--- config.mk ---
export PLATFORM = sky130hd
export DESIGN_NAME = dual_parachute_deploy_sequencer_unit
export DESIGN_NICKNAME = d
export VERILOG_FILES = /design/src/hdl/dpds_pkg.sv /design/src/hdl/dpds_cfg.sv /design/src/hdl/dpds_square.sv /design/src/hdl/dpds_track.sv /design/src/hdl/dual_parachute_deploy_sequencer_unit.sv
export VERILOG_INCLUDE_DIRS = /design/src /design/src/hdl
export SDC_FILE = /design/constraint.sdc
export NUM_CORES = 2
export LEC_CHECK = 0
export BUFFER_PORTS_ARGS = -buffer_cell sky130_fd_sc_hd__buf_4
export CAP_MARGIN = 40
export CORE_MARGIN = 2
export CORE_UTILIZATION = 45
export DETAILED_ROUTE_END_ITERATION = 12
export PLACE_DENSITY = 0.6
export SLEW_MARGIN = 20
export SYNTH_ARGS = -nofsm -noshare
export SYNTH_HDL_FRONTEND = slang
export SYNTH_SLANG_ARGS = --single-unit
--- constraint.sdc ---
create_clock -name clock -period 13.3 [get_ports clock]
set_input_delay 0.665 -clock clock [delete_from_list [all_inputs] [get_ports clock]]
set_output_delay 0.665 -clock clock [all_outputs]
set_load 0.02 [all_outputs]
--- src/hdl/dual_parachute_deploy_sequencer_unit_macros.svh ---
// ----------------------------------------------------------------------------
// Assertion macros for the dual deploy sequencer
// Clocked on clock, disabled while reset is high.
// ----------------------------------------------------------------------------
`ifndef DUAL_PARACHUTE_DEPLOY_SEQUENCER_UNIT_MACROS_SVH
`define DUAL_PARACHUTE_DEPLOY_SEQUENCER_UNIT_MACROS_SVH

// same-cycle implication
`define DPDS_CHECK_NOW(label, ante, cons, msg) \
   label: assert property (@(posedge clock) disable iff (reset) (ante) |-> (cons)) \
   else $error(msg);

// next-cycle implication
`define DPDS_CHECK_NEXT(label, ante, cons, msg) \
   label: assert property (@(posedge clock) disable iff (reset) (ante) |=> (cons)) \
   else $error(msg);

`endif

--- src/hdl/dpds_pkg.sv ---
// ----------------------------------------------------------------------------
// dpds_pkg
// Widths, reset values, codes and bundles of the dual deploy sequencer.
// ----------------------------------------------------------------------------
package dpds_pkg;

   localparam int ALT_W       = 24;
   localparam int ACC_W       = 15;
   localparam int RATE_W      = 19;
   localparam int LAUNCH_W    = 14;
   localparam int DROP_W      = 14;
   localparam int MAIN_ALT_W  = 23;
   localparam int MAIN_RATE_W = 18;

   localparam int ACC_SQ_W       = 2 * ACC_W - 1;
   localparam int RATE_SQ_W      = 2 * RATE_W - 1;
   localparam int ACC_SUM_W      = ACC_SQ_W + 2;
   localparam int RATE_SUM_W     = RATE_SQ_W + 1;
   localparam int LAUNCH_SQ_W    = 2 * LAUNCH_W;
   localparam int MAIN_RATE_SQ_W = 2 * MAIN_RATE_W;

   localparam int CSR_W     = 23;
   localparam int CSR_IDX_W = 2;

   localparam int REQ_DATA_W = 112;
   localparam int RSP_DATA_W = 32;

   localparam logic [LAUNCH_W-1:0]       LAUNCH_RST       = 14'd1500;
   localparam logic [DROP_W-1:0]         DROP_RST         = 14'd150;
   localparam logic [MAIN_ALT_W-1:0]     MAIN_ALT_RST     = 23'd10000;
   localparam logic [MAIN_RATE_W-1:0]    MAIN_RATE_RST    = 18'd2000;
   localparam logic [LAUNCH_SQ_W-1:0]    LAUNCH_SQ_RST    = 28'd2250000;
   localparam logic [MAIN_RATE_SQ_W-1:0] MAIN_RATE_SQ_RST = 36'd4000000;

   localparam logic [CSR_IDX_W-1:0] CSR_LAUNCH    = 2'd0;
   localparam logic [CSR_IDX_W-1:0] CSR_DROP      = 2'd1;
   localparam logic [CSR_IDX_W-1:0] CSR_MAIN_ALT  = 2'd2;
   localparam logic [CSR_IDX_W-1:0] CSR_MAIN_RATE = 2'd3;

   localparam logic [1:0] PHASE_ASCENT = 2'd0;
   localparam logic [1:0] PHASE_DROGUE = 2'd1;
   localparam logic [1:0] PHASE_MAIN   = 2'd2;

   typedef enum logic [2:0] {
      ST_ASCENT = 3'b001,
      ST_DROGUE = 3'b010,
      ST_MAIN   = 3'b100
   } state_type;

   typedef struct packed {
      logic [LAUNCH_SQ_W-1:0]    launch_sq;
      logic [DROP_W-1:0]         drop;
      logic [MAIN_ALT_W-1:0]     main_alt;
      logic [MAIN_RATE_SQ_W-1:0] rate_sq;
   } thr_type;

   typedef struct packed {
      logic signed [ALT_W-1:0]  alt;
      logic signed [ACC_W-1:0]  ax;
      logic signed [ACC_W-1:0]  ay;
      logic signed [ACC_W-1:0]  az;
      logic signed [RATE_W-1:0] gx;
      logic signed [RATE_W-1:0] gy;
   } sample_type;

   typedef struct packed {
      logic signed [ALT_W-1:0] alt;
      logic [ACC_SQ_W-1:0]     ax_sq;
      logic [ACC_SQ_W-1:0]     ay_sq;
      logic [ACC_SQ_W-1:0]     az_sq;
      logic [RATE_SQ_W-1:0]    gx_sq;
      logic [RATE_SQ_W-1:0]    gy_sq;
   } sq_type;

   typedef struct packed {
      logic                    armed;
      logic [1:0]              phase;
      logic                    drogue_fire;
      logic                    main_fire;
      logic signed [ALT_W-1:0] peak;
   } status_type;

endpackage

--- src/hdl/dpds_cfg.sv ---
// ----------------------------------------------------------------------------
// dpds_cfg
// Threshold registers; the magnitude limits are kept squared.
// ----------------------------------------------------------------------------
module dpds_cfg (
   input  logic                             clock,
   input  logic                             reset,
   input  logic                             csr_wen,
   input  logic [dpds_pkg::CSR_IDX_W-1:0]   csr_index,
   input  logic [dpds_pkg::CSR_W-1:0]       csr_wdata,
   output dpds_pkg::thr_type                thr
);

   logic [dpds_pkg::LAUNCH_W-1:0]       launch_ff;
   logic [dpds_pkg::DROP_W-1:0]         drop_ff;
   logic [dpds_pkg::MAIN_ALT_W-1:0]     main_alt_ff;
   logic [dpds_pkg::MAIN_RATE_W-1:0]    main_rate_ff;
   logic [dpds_pkg::LAUNCH_SQ_W-1:0]    launch_sq_ff, launch_sq_in;
   logic [dpds_pkg::MAIN_RATE_SQ_W-1:0] rate_sq_ff, rate_sq_in;

   assign launch_sq_in = dpds_pkg::LAUNCH_SQ_W'(launch_ff) * dpds_pkg::LAUNCH_SQ_W'(launch_ff);
   assign rate_sq_in   = dpds_pkg::MAIN_RATE_SQ_W'(main_rate_ff)
                       * dpds_pkg::MAIN_RATE_SQ_W'(main_rate_ff);

   always_ff @(posedge clock) begin
      if (reset) begin
         launch_ff    <= dpds_pkg::LAUNCH_RST;
         drop_ff      <= dpds_pkg::DROP_RST;
         main_alt_ff  <= dpds_pkg::MAIN_ALT_RST;
         main_rate_ff <= dpds_pkg::MAIN_RATE_RST;
         launch_sq_ff <= dpds_pkg::LAUNCH_SQ_RST;
         rate_sq_ff   <= dpds_pkg::MAIN_RATE_SQ_RST;
      end else begin
         // squares are registered from the value registers and follow them in the next cycle
         launch_sq_ff <= launch_sq_in;
         rate_sq_ff   <= rate_sq_in;
         if (csr_wen) begin
            unique case (csr_index)
               dpds_pkg::CSR_LAUNCH:    launch_ff    <= csr_wdata[dpds_pkg::LAUNCH_W-1:0];
               dpds_pkg::CSR_DROP:      drop_ff      <= csr_wdata[dpds_pkg::DROP_W-1:0];
               dpds_pkg::CSR_MAIN_ALT:  main_alt_ff  <= csr_wdata[dpds_pkg::MAIN_ALT_W-1:0];
               dpds_pkg::CSR_MAIN_RATE: main_rate_ff <= csr_wdata[dpds_pkg::MAIN_RATE_W-1:0];
               default: ;
            endcase
         end
      end
   end

   assign thr.launch_sq = launch_sq_ff;
   assign thr.drop      = drop_ff;
   assign thr.main_alt  = main_alt_ff;
   assign thr.rate_sq   = rate_sq_ff;

endmodule

--- src/hdl/dpds_square.sv ---
// ----------------------------------------------------------------------------
// dpds_square
// Input register and squares of the sensor axes.
// ----------------------------------------------------------------------------
module dpds_square (
   input  logic                 clock,
   input  logic                 reset,
   input  logic                 in_valid,
   output logic                 in_ready,
   input  dpds_pkg::sample_type in_data,
   output logic                 out_valid,
   input  logic                 out_ready,
   output dpds_pkg::sq_type     out_data
);

   logic                 s1_v_ff;
   logic                 s1_adv;
   dpds_pkg::sample_type s1_ff;
   dpds_pkg::sq_type     sq_in;

   assign s1_adv   = !s1_v_ff || out_ready;
   assign in_ready = s1_adv;

   always_comb begin
      logic signed [2*dpds_pkg::ACC_W-1:0]  ax_w, ay_w, az_w;
      logic signed [2*dpds_pkg::RATE_W-1:0] gx_w, gy_w;
      logic signed [2*dpds_pkg::ACC_W-1:0]  ax_p, ay_p, az_p;
      logic signed [2*dpds_pkg::RATE_W-1:0] gx_p, gy_p;
      ax_w = {{dpds_pkg::ACC_W{s1_ff.ax[dpds_pkg::ACC_W-1]}}, s1_ff.ax};
      ay_w = {{dpds_pkg::ACC_W{s1_ff.ay[dpds_pkg::ACC_W-1]}}, s1_ff.ay};
      az_w = {{dpds_pkg::ACC_W{s1_ff.az[dpds_pkg::ACC_W-1]}}, s1_ff.az};
      gx_w = {{dpds_pkg::RATE_W{s1_ff.gx[dpds_pkg::RATE_W-1]}}, s1_ff.gx};
      gy_w = {{dpds_pkg::RATE_W{s1_ff.gy[dpds_pkg::RATE_W-1]}}, s1_ff.gy};
      ax_p = ax_w * ax_w;
      ay_p = ay_w * ay_w;
      az_p = az_w * az_w;
      gx_p = gx_w * gx_w;
      gy_p = gy_w * gy_w;
      // squares are non-negative and fit one bit under the full product
      sq_in.alt   = s1_ff.alt;
      sq_in.ax_sq = ax_p[dpds_pkg::ACC_SQ_W-1:0];
      sq_in.ay_sq = ay_p[dpds_pkg::ACC_SQ_W-1:0];
      sq_in.az_sq = az_p[dpds_pkg::ACC_SQ_W-1:0];
      sq_in.gx_sq = gx_p[dpds_pkg::RATE_SQ_W-1:0];
      sq_in.gy_sq = gy_p[dpds_pkg::RATE_SQ_W-1:0];
   end

   always_ff @(posedge clock) begin
      if (reset) begin
         s1_v_ff <= 1'b0;
      end else begin
         if (s1_adv) s1_v_ff <= in_valid;
      end
   end

   always_ff @(posedge clock) begin
      if (s1_adv && in_valid) s1_ff <= in_data;
   end

   assign out_valid = s1_v_ff;
   assign out_data  = sq_in;

endmodule

--- src/hdl/dpds_track.sv ---
// ----------------------------------------------------------------------------
// dpds_track
// Arming, peak tracking and deploy sequencing, with the result register.
// ----------------------------------------------------------------------------
module dpds_track (
   input  logic                 clock,
   input  logic                 reset,
   input  dpds_pkg::thr_type    thr,
   input  logic                 in_valid,
   output logic                 in_ready,
   input  dpds_pkg::sq_type     in_data,
   output logic                 out_valid,
   input  logic                 out_ready,
   output dpds_pkg::status_type out_data
);

   logic                              armed_ff, armed_in;
   dpds_pkg::state_type               state_ff, state_in;
   logic signed [dpds_pkg::ALT_W-1:0] peak_ff, peak_in;
   logic                              out_v_ff;
   dpds_pkg::status_type              out_ff, status_in;
   logic                              take;

   assign in_ready = !out_v_ff || out_ready;
   assign take     = in_valid && in_ready;

   always_comb begin
      logic [dpds_pkg::ACC_SUM_W-1:0]    acc_sum;
      logic [dpds_pkg::RATE_SUM_W-1:0]   rate_sum;
      logic signed [dpds_pkg::ALT_W:0]   alt_x, drop_x, main_x, diff;
      acc_sum  = dpds_pkg::ACC_SUM_W'(in_data.ax_sq) + dpds_pkg::ACC_SUM_W'(in_data.ay_sq)
               + dpds_pkg::ACC_SUM_W'(in_data.az_sq);
      rate_sum = dpds_pkg::RATE_SUM_W'(in_data.gx_sq) + dpds_pkg::RATE_SUM_W'(in_data.gy_sq);
      alt_x    = {in_data.alt[dpds_pkg::ALT_W-1], in_data.alt};
      drop_x   = {{(dpds_pkg::ALT_W+1-dpds_pkg::DROP_W){1'b0}}, thr.drop};
      main_x   = {{(dpds_pkg::ALT_W+1-dpds_pkg::MAIN_ALT_W){1'b0}}, thr.main_alt};

      armed_in = armed_ff || (acc_sum > dpds_pkg::ACC_SUM_W'(thr.launch_sq));
      peak_in  = peak_ff;
      state_in = state_ff;

      // each check sees what the ones before it did in this sample
      if (armed_in) begin
         if (state_ff == dpds_pkg::ST_ASCENT && in_data.alt > peak_ff)
            peak_in = in_data.alt;
         diff = {peak_in[dpds_pkg::ALT_W-1], peak_in} - alt_x;
         if (state_ff == dpds_pkg::ST_ASCENT && diff > drop_x)
            state_in = dpds_pkg::ST_DROGUE;
         if (state_in == dpds_pkg::ST_DROGUE && alt_x < main_x &&
             rate_sum < dpds_pkg::RATE_SUM_W'(thr.rate_sq))
            state_in = dpds_pkg::ST_MAIN;
      end else begin
         diff = '0;
      end

      status_in.armed = armed_in;
      status_in.peak  = peak_in;
      unique case (state_in)
         dpds_pkg::ST_ASCENT: begin
            status_in.phase       = dpds_pkg::PHASE_ASCENT;
            status_in.drogue_fire = 1'b0;
            status_in.main_fire   = 1'b0;
         end
         dpds_pkg::ST_DROGUE: begin
            status_in.phase       = dpds_pkg::PHASE_DROGUE;
            status_in.drogue_fire = 1'b1;
            status_in.main_fire   = 1'b0;
         end
         dpds_pkg::ST_MAIN: begin
            status_in.phase       = dpds_pkg::PHASE_MAIN;
            status_in.drogue_fire = 1'b1;
            status_in.main_fire   = 1'b1;
         end
         default: begin
            status_in.phase       = dpds_pkg::PHASE_ASCENT;
            status_in.drogue_fire = 1'b0;
            status_in.main_fire   = 1'b0;
         end
      endcase
   end

   always_ff @(posedge clock) begin
      if (reset) begin
         armed_ff <= 1'b0;
         state_ff <= dpds_pkg::ST_ASCENT;
         peak_ff  <= '0;
         out_v_ff <= 1'b0;
      end else begin
         if (take) begin
            armed_ff <= armed_in;
            state_ff <= state_in;
            peak_ff  <= peak_in;
         end
         if (in_ready) out_v_ff <= in_valid;
      end
   end

   always_ff @(posedge clock) begin
      if (take) out_ff <= status_in;
   end

   assign out_valid = out_v_ff;
   assign out_data  = out_ff;

endmodule

--- src/hdl/dual_parachute_deploy_sequencer_unit.sv ---
// ----------------------------------------------------------------------------
// dual_parachute_deploy_sequencer_unit
// Datapath: input register, one pass of squares and compares, result reg.
// Throughput one word per cycle; a held result word backs up into req_tready.
// Synchronous active-high reset clears flight state and restores thresholds.
// ----------------------------------------------------------------------------
`include "dual_parachute_deploy_sequencer_unit_macros.svh"

module dual_parachute_deploy_sequencer_unit (
   input  logic                                clock,
   input  logic                                reset,
   // alt[23:0] ax[38:24] ay[53:39] az[68:54] gx[87:69] gy[106:88]
   input  logic                                req_tvalid,
   output logic                                req_tready,
   input  logic [dpds_pkg::REQ_DATA_W-1:0]     req_tdata,
   // armed[0] phase[2:1] drogue_fire[3] main_fire[4] peak_altitude[28:5]
   output logic                                rsp_tvalid,
   input  logic                                rsp_tready,
   output logic [dpds_pkg::RSP_DATA_W-1:0]     rsp_tdata,
   input  logic                                csr_wen,
   input  logic [dpds_pkg::CSR_IDX_W-1:0]      csr_index,
   input  logic [dpds_pkg::CSR_W-1:0]          csr_wdata
);

   dpds_pkg::thr_type    thr;
   dpds_pkg::sample_type sample;
   dpds_pkg::sq_type     sq_data;
   dpds_pkg::status_type rsp_status;
   logic                 sq_valid, sq_ready;

   assign sample.alt = req_tdata[23:0];
   assign sample.ax  = req_tdata[38:24];
   assign sample.ay  = req_tdata[53:39];
   assign sample.az  = req_tdata[68:54];
   assign sample.gx  = req_tdata[87:69];
   assign sample.gy  = req_tdata[106:88];

   dpds_cfg u_cfg (
      .clock     (clock),
      .reset     (reset),
      .csr_wen   (csr_wen),
      .csr_index (csr_index),
      .csr_wdata (csr_wdata),
      .thr       (thr)
   );

   dpds_square u_square (
      .clock     (clock),
      .reset     (reset),
      .in_valid  (req_tvalid),
      .in_ready  (req_tready),
      .in_data   (sample),
      .out_valid (sq_valid),
      .out_ready (sq_ready),
      .out_data  (sq_data)
   );

   dpds_track u_track (
      .clock     (clock),
      .reset     (reset),
      .thr       (thr),
      .in_valid  (sq_valid),
      .in_ready  (sq_ready),
      .in_data   (sq_data),
      .out_valid (rsp_tvalid),
      .out_ready (rsp_tready),
      .out_data  (rsp_status)
   );

   assign rsp_tdata = {3'b000, rsp_status.peak, rsp_status.main_fire,
                       rsp_status.drogue_fire, rsp_status.phase, rsp_status.armed};

   // fire outputs and armed flag are latched from word to word
   `DPDS_CHECK_NEXT(a_main_latched, rsp_tvalid && rsp_status.main_fire, rsp_status.main_fire, "main_fire dropped after firing")
   `DPDS_CHECK_NEXT(a_armed_latched, rsp_tvalid && rsp_status.armed, rsp_status.armed, "armed dropped after arming")
   `DPDS_CHECK_NOW(a_drogue_phase, rsp_tvalid, rsp_status.drogue_fire == (rsp_status.phase != dpds_pkg::PHASE_ASCENT), "drogue_fire disagrees with phase")

endmodule
==> results_dict.tcl <==
set metrics [dict create \
    status "finished, final reports clean" \
    grt-ovfl-total 0 \
    syn_to_final_growth_pct 7.01 \
    timing.rr.end "u_track.out_data[6]" \
    seq_area_frac_synth 0.0928 \
    tightest_slew_ns 0.939 \
    cts_setup_buffers 0 \
    die_h_um 421 \
    track_usage 0.213 \
    fin_worst_skew_ns 0.0514 \
    cp_data_arrival_time_ns 12.47 \
    setup_viol 0 \
    nets 11200 \
    hold_viol 0 \
    synth_area_um2 78400 \
    hp-class "in2reg" \
    worst_setup_path_end_kind "register" \
    syn_avg_cell_area_um2 9.24 \
    tns_ns 0 \
    wl_met3_mm 9.28 \
    critPathKind "reg2reg" \
    timing.critical_path.buf_inv 8 \
    dr_total_vias 55100 \
    yosys_warnings 0 \
    vias_per_cell 5.05 \
    finalCritPeriodShare 0.906 \
    relSlewSlack 0.371 \
    cp.depth 48 \
    drt_pass1_iterations 5 \
    dr_wl_met2_mm 86.8 \
    hpwl_mm 153 \
    critPathSlowestCell "edfxtp_1" \
    globalplace.congestion 0.885 \
    cts_buffers 43 \
    async_flop_share 0 \
    hold_buffers 0 \
    grt_pass1_wl_mm 307 \
    cts_root_buf "clkbuf_16" \
    pin_count 176 \
    grt_pass1_vias 59900 \
    grt_max_degree 83 \
    fp-row-count 153 \
    worst_setup_path_start_kind "register" \
    start_util 0.452 \
    antenna_found_initial 5 \
    critPathMostFrequentCell "inv_1" \
    io_buffers 167 \
    clockBufferDepth 3 \
    synth_edf_count 135 \
    die_area_um2 178000 \
    max-cap-violations 0 \
    cts.clk_slew.worst_paths_ns 0.06 \
    cp_top_family "adder cells" \
    post-route-drc-count 0 \
    r2r_setup_slack_ns 1.26 \
    cts_sinks 296 \
    cts_tree "built" \
    clk-insertion-delay-late_ns 0.69 \
    routed_wl_mm 181 \
    drt_iter0_drc 2908 \
    ff2ff_path_depth 48 \
    netlist_instances 8484 \
    slowest_delay_ns 0.65 \
    post_cts_resized 0 \
    rr_startpoint "u_square.s1_ff[62]" \
    synth_ff_type "dfxtp_1" \
    cp.required_ns 13.73 \
    route.antenna.remaining_nets 0 \
    max_freq_mhz 83.0 \
    core_um2 173000 \
    crit_end "u_track.out_data[6]" \
    m1WireLength_mm 81.1 \
    crit_path_start "u_square.s1_ff[62]" \
    crit_fanout 31 \
    top_layer "met5" \
    synth-seq-cells 296 \
    finish.utilization 0.484 \
    die_w_um 421 \
    wl_per_cell_um 16.6 \
    htree_levels 2 \
    min_period_ns 12.04 \
    drv_slew 0 \
    drive_gt1_frac 0.0452 \
    rsz0062_at_grt "no" \
    synth_cell_types 89 \
]
## sequential cells by signal (all words and copies together) (netlist names)
signal and flops:
u_square.s1_ff 83, u_cfg.rate_sq_ff 35, u_track.out_data 28, u_cfg.launch_sq_ff 27, u_square.out_data 24, u_track.peak_ff 24
u_cfg.main_alt_ff 23, u_cfg.main_rate_ff 18, u_cfg.drop_ff 14, u_cfg.launch_ff 14, u_track.state_ff 3, u_square.out_valid 1
u_track.armed_ff 1, u_track.out_valid 1
## worst reg2reg max path: cells and delay by family, from the launching register on
family          cells  cell delay [ns]
simple gates       12             2.10
compound gates     15             3.43
flops               1             0.65
xor+xnor            3             0.38
buf+inv             8             1.01
fa+ha+maj          10             4.25
## layout by cell type (no fill, tap or decap), drive strengths merged, types with 11 or more instances in the layout
| master | instances |
|---|---|
| o31ai | 18 |
| nand2b | 89 |
| mux2i | 29 |
| nor3 | 55 |
| or2 | 20 |
| o21bai | 29 |
| nand2 | 751 |
| o21ai | 138 |
| nor2b | 59 |
| clkinv | 16 |
| a21o | 150 |
| and2 | 352 |
| inv | 2233 |
| ha | 920 |
| a21oi | 336 |
| fa | 1576 |
| xnor2 | 255 |
| o21a | 51 |
| or3 | 15 |
| clkbuf | 57 |
| nor2 | 374 |
| a31oi | 27 |
| o41ai | 11 |
| xor2 | 95 |
| o211ai | 19 |
| nand3b | 16 |
| nand4 | 37 |
| nor3b | 11 |
| and3 | 32 |
| a211oi | 50 |
| edfxtp | 135 |
| buf | 229 |
| a211o | 14 |
| a31o | 13 |
| dfxtp | 161 |
| nand3 | 72 |
## layout make-up
cell class / count / area (um^2)
Inverter: 2230 / 8370
Fill cell: 16600 / 89600
Clock inverter: 23 / 248
Antenna cell: 1 / 2.50
Clock buffer: 55 / 1190
Sequential cell: 296 / 7280
Timing Repair Buffer: 231 / 1950
Multi-Input combinational cell: 5751 / 61900
Tap cell: 2325 / 2910
## through the flow
| stage | cells | hold slack, ns | instance area (um^2) | worst slack, ns |
|---|---|---|---|---|
| final | 10900 | 0.148 | 83900 | 1.26 |
| after global routing | 10900 | 0.116 | 83900 | 0.526 |
| after CTS | 10900 | 0.0874 | 83600 | 1.33 |
| after detailed placement | 10800 | 0.448 | 82200 | 1.33 |
| after global placement | 10800 | 0.445 | 82000 | 1.23 |
| after floorplan | 8486 | 0.434 | 78400 | 3.07 |
## how the worst min path moves through the flow
stage | start | to | slack, ns | cells after the start
after CTS | req_tdata[101] | u_square.s1_ff[13] | 0.09 | 1
final | req_tdata[101] | u_square.s1_ff[13] | 0.15 | 1
after global routing | req_tdata[90] | u_square.s1_ff[2] | 0.12 | 1
after global placement | u_cfg.main_alt_ff[0] | u_cfg.main_alt_ff[0] | 0.44 | 2
after floorplan | u_cfg.main_alt_ff[0] | u_cfg.main_alt_ff[0] | 0.43 | 2
after detailed placement | u_cfg.main_alt_ff[3] | u_cfg.main_alt_ff[3] | 0.45 | 2
## cell usage after synthesis, types with 15 or more instances
cell      instances  area [um^2]
a211oi_2         23          288
a31oi_1          26          163
a211oi_1         27          203
a21o_1          150         1130
or2_2            20          125
fa_1           1576        31600
o21bai_1         29          218
nor3_1           55          275
a21oi_1         334         1670
o211ai_1         18          135
xnor2_1         255         2230
nand3_1          72          360
dfxtp_1         161         3220
ha_1            920        11500
nor2_1          374         1400
inv_1          2226         8360
and3_1           32          200
clkbuf_1        191          717
nor2b_1          59          369
nand3b_1         16          120
nand4_1          37          231
nand2b_1         89          557
and2_1          352         2200
edfxtp_1        135         4050
mux2i_1          29          290
o31ai_1          17          128
xor2_1           95          832
o21a_1           51          383
or3_1            15         93.8
nand2_1         751         2820
o21ai_0         130          651
## kinds of logic (layout without fill, tap and decap cells)
kind of cell             Yosys count  in the layout  share of synthesized area
other                              1              4                  0.0000478
XOR/XNOR                         350            350                     0.0391
AO/OA/AOI/OAI                    951            951                     0.0806
flip-flops                       296            296                     0.0928
AND/OR/NAND/NOR                 1915           1915                      0.116
adder cells (fa/ha/maj)         2496           2496                      0.549
buffers and inverters           2439           2539                      0.117
multiplexers                      36             36                    0.00471
## per-layer routing
metal | up-vias | track usage
li1 | 26000 | -
met1 | 27900 | 0.294
met2 | 997 | 0.356
met3 | 188 | 0.0301
met4 | 4 | 0.0473
met5 | - | 0
Power is not shown: default switching activity piles up to over one toggle a cycle in this logic, so the estimate is an artifact.
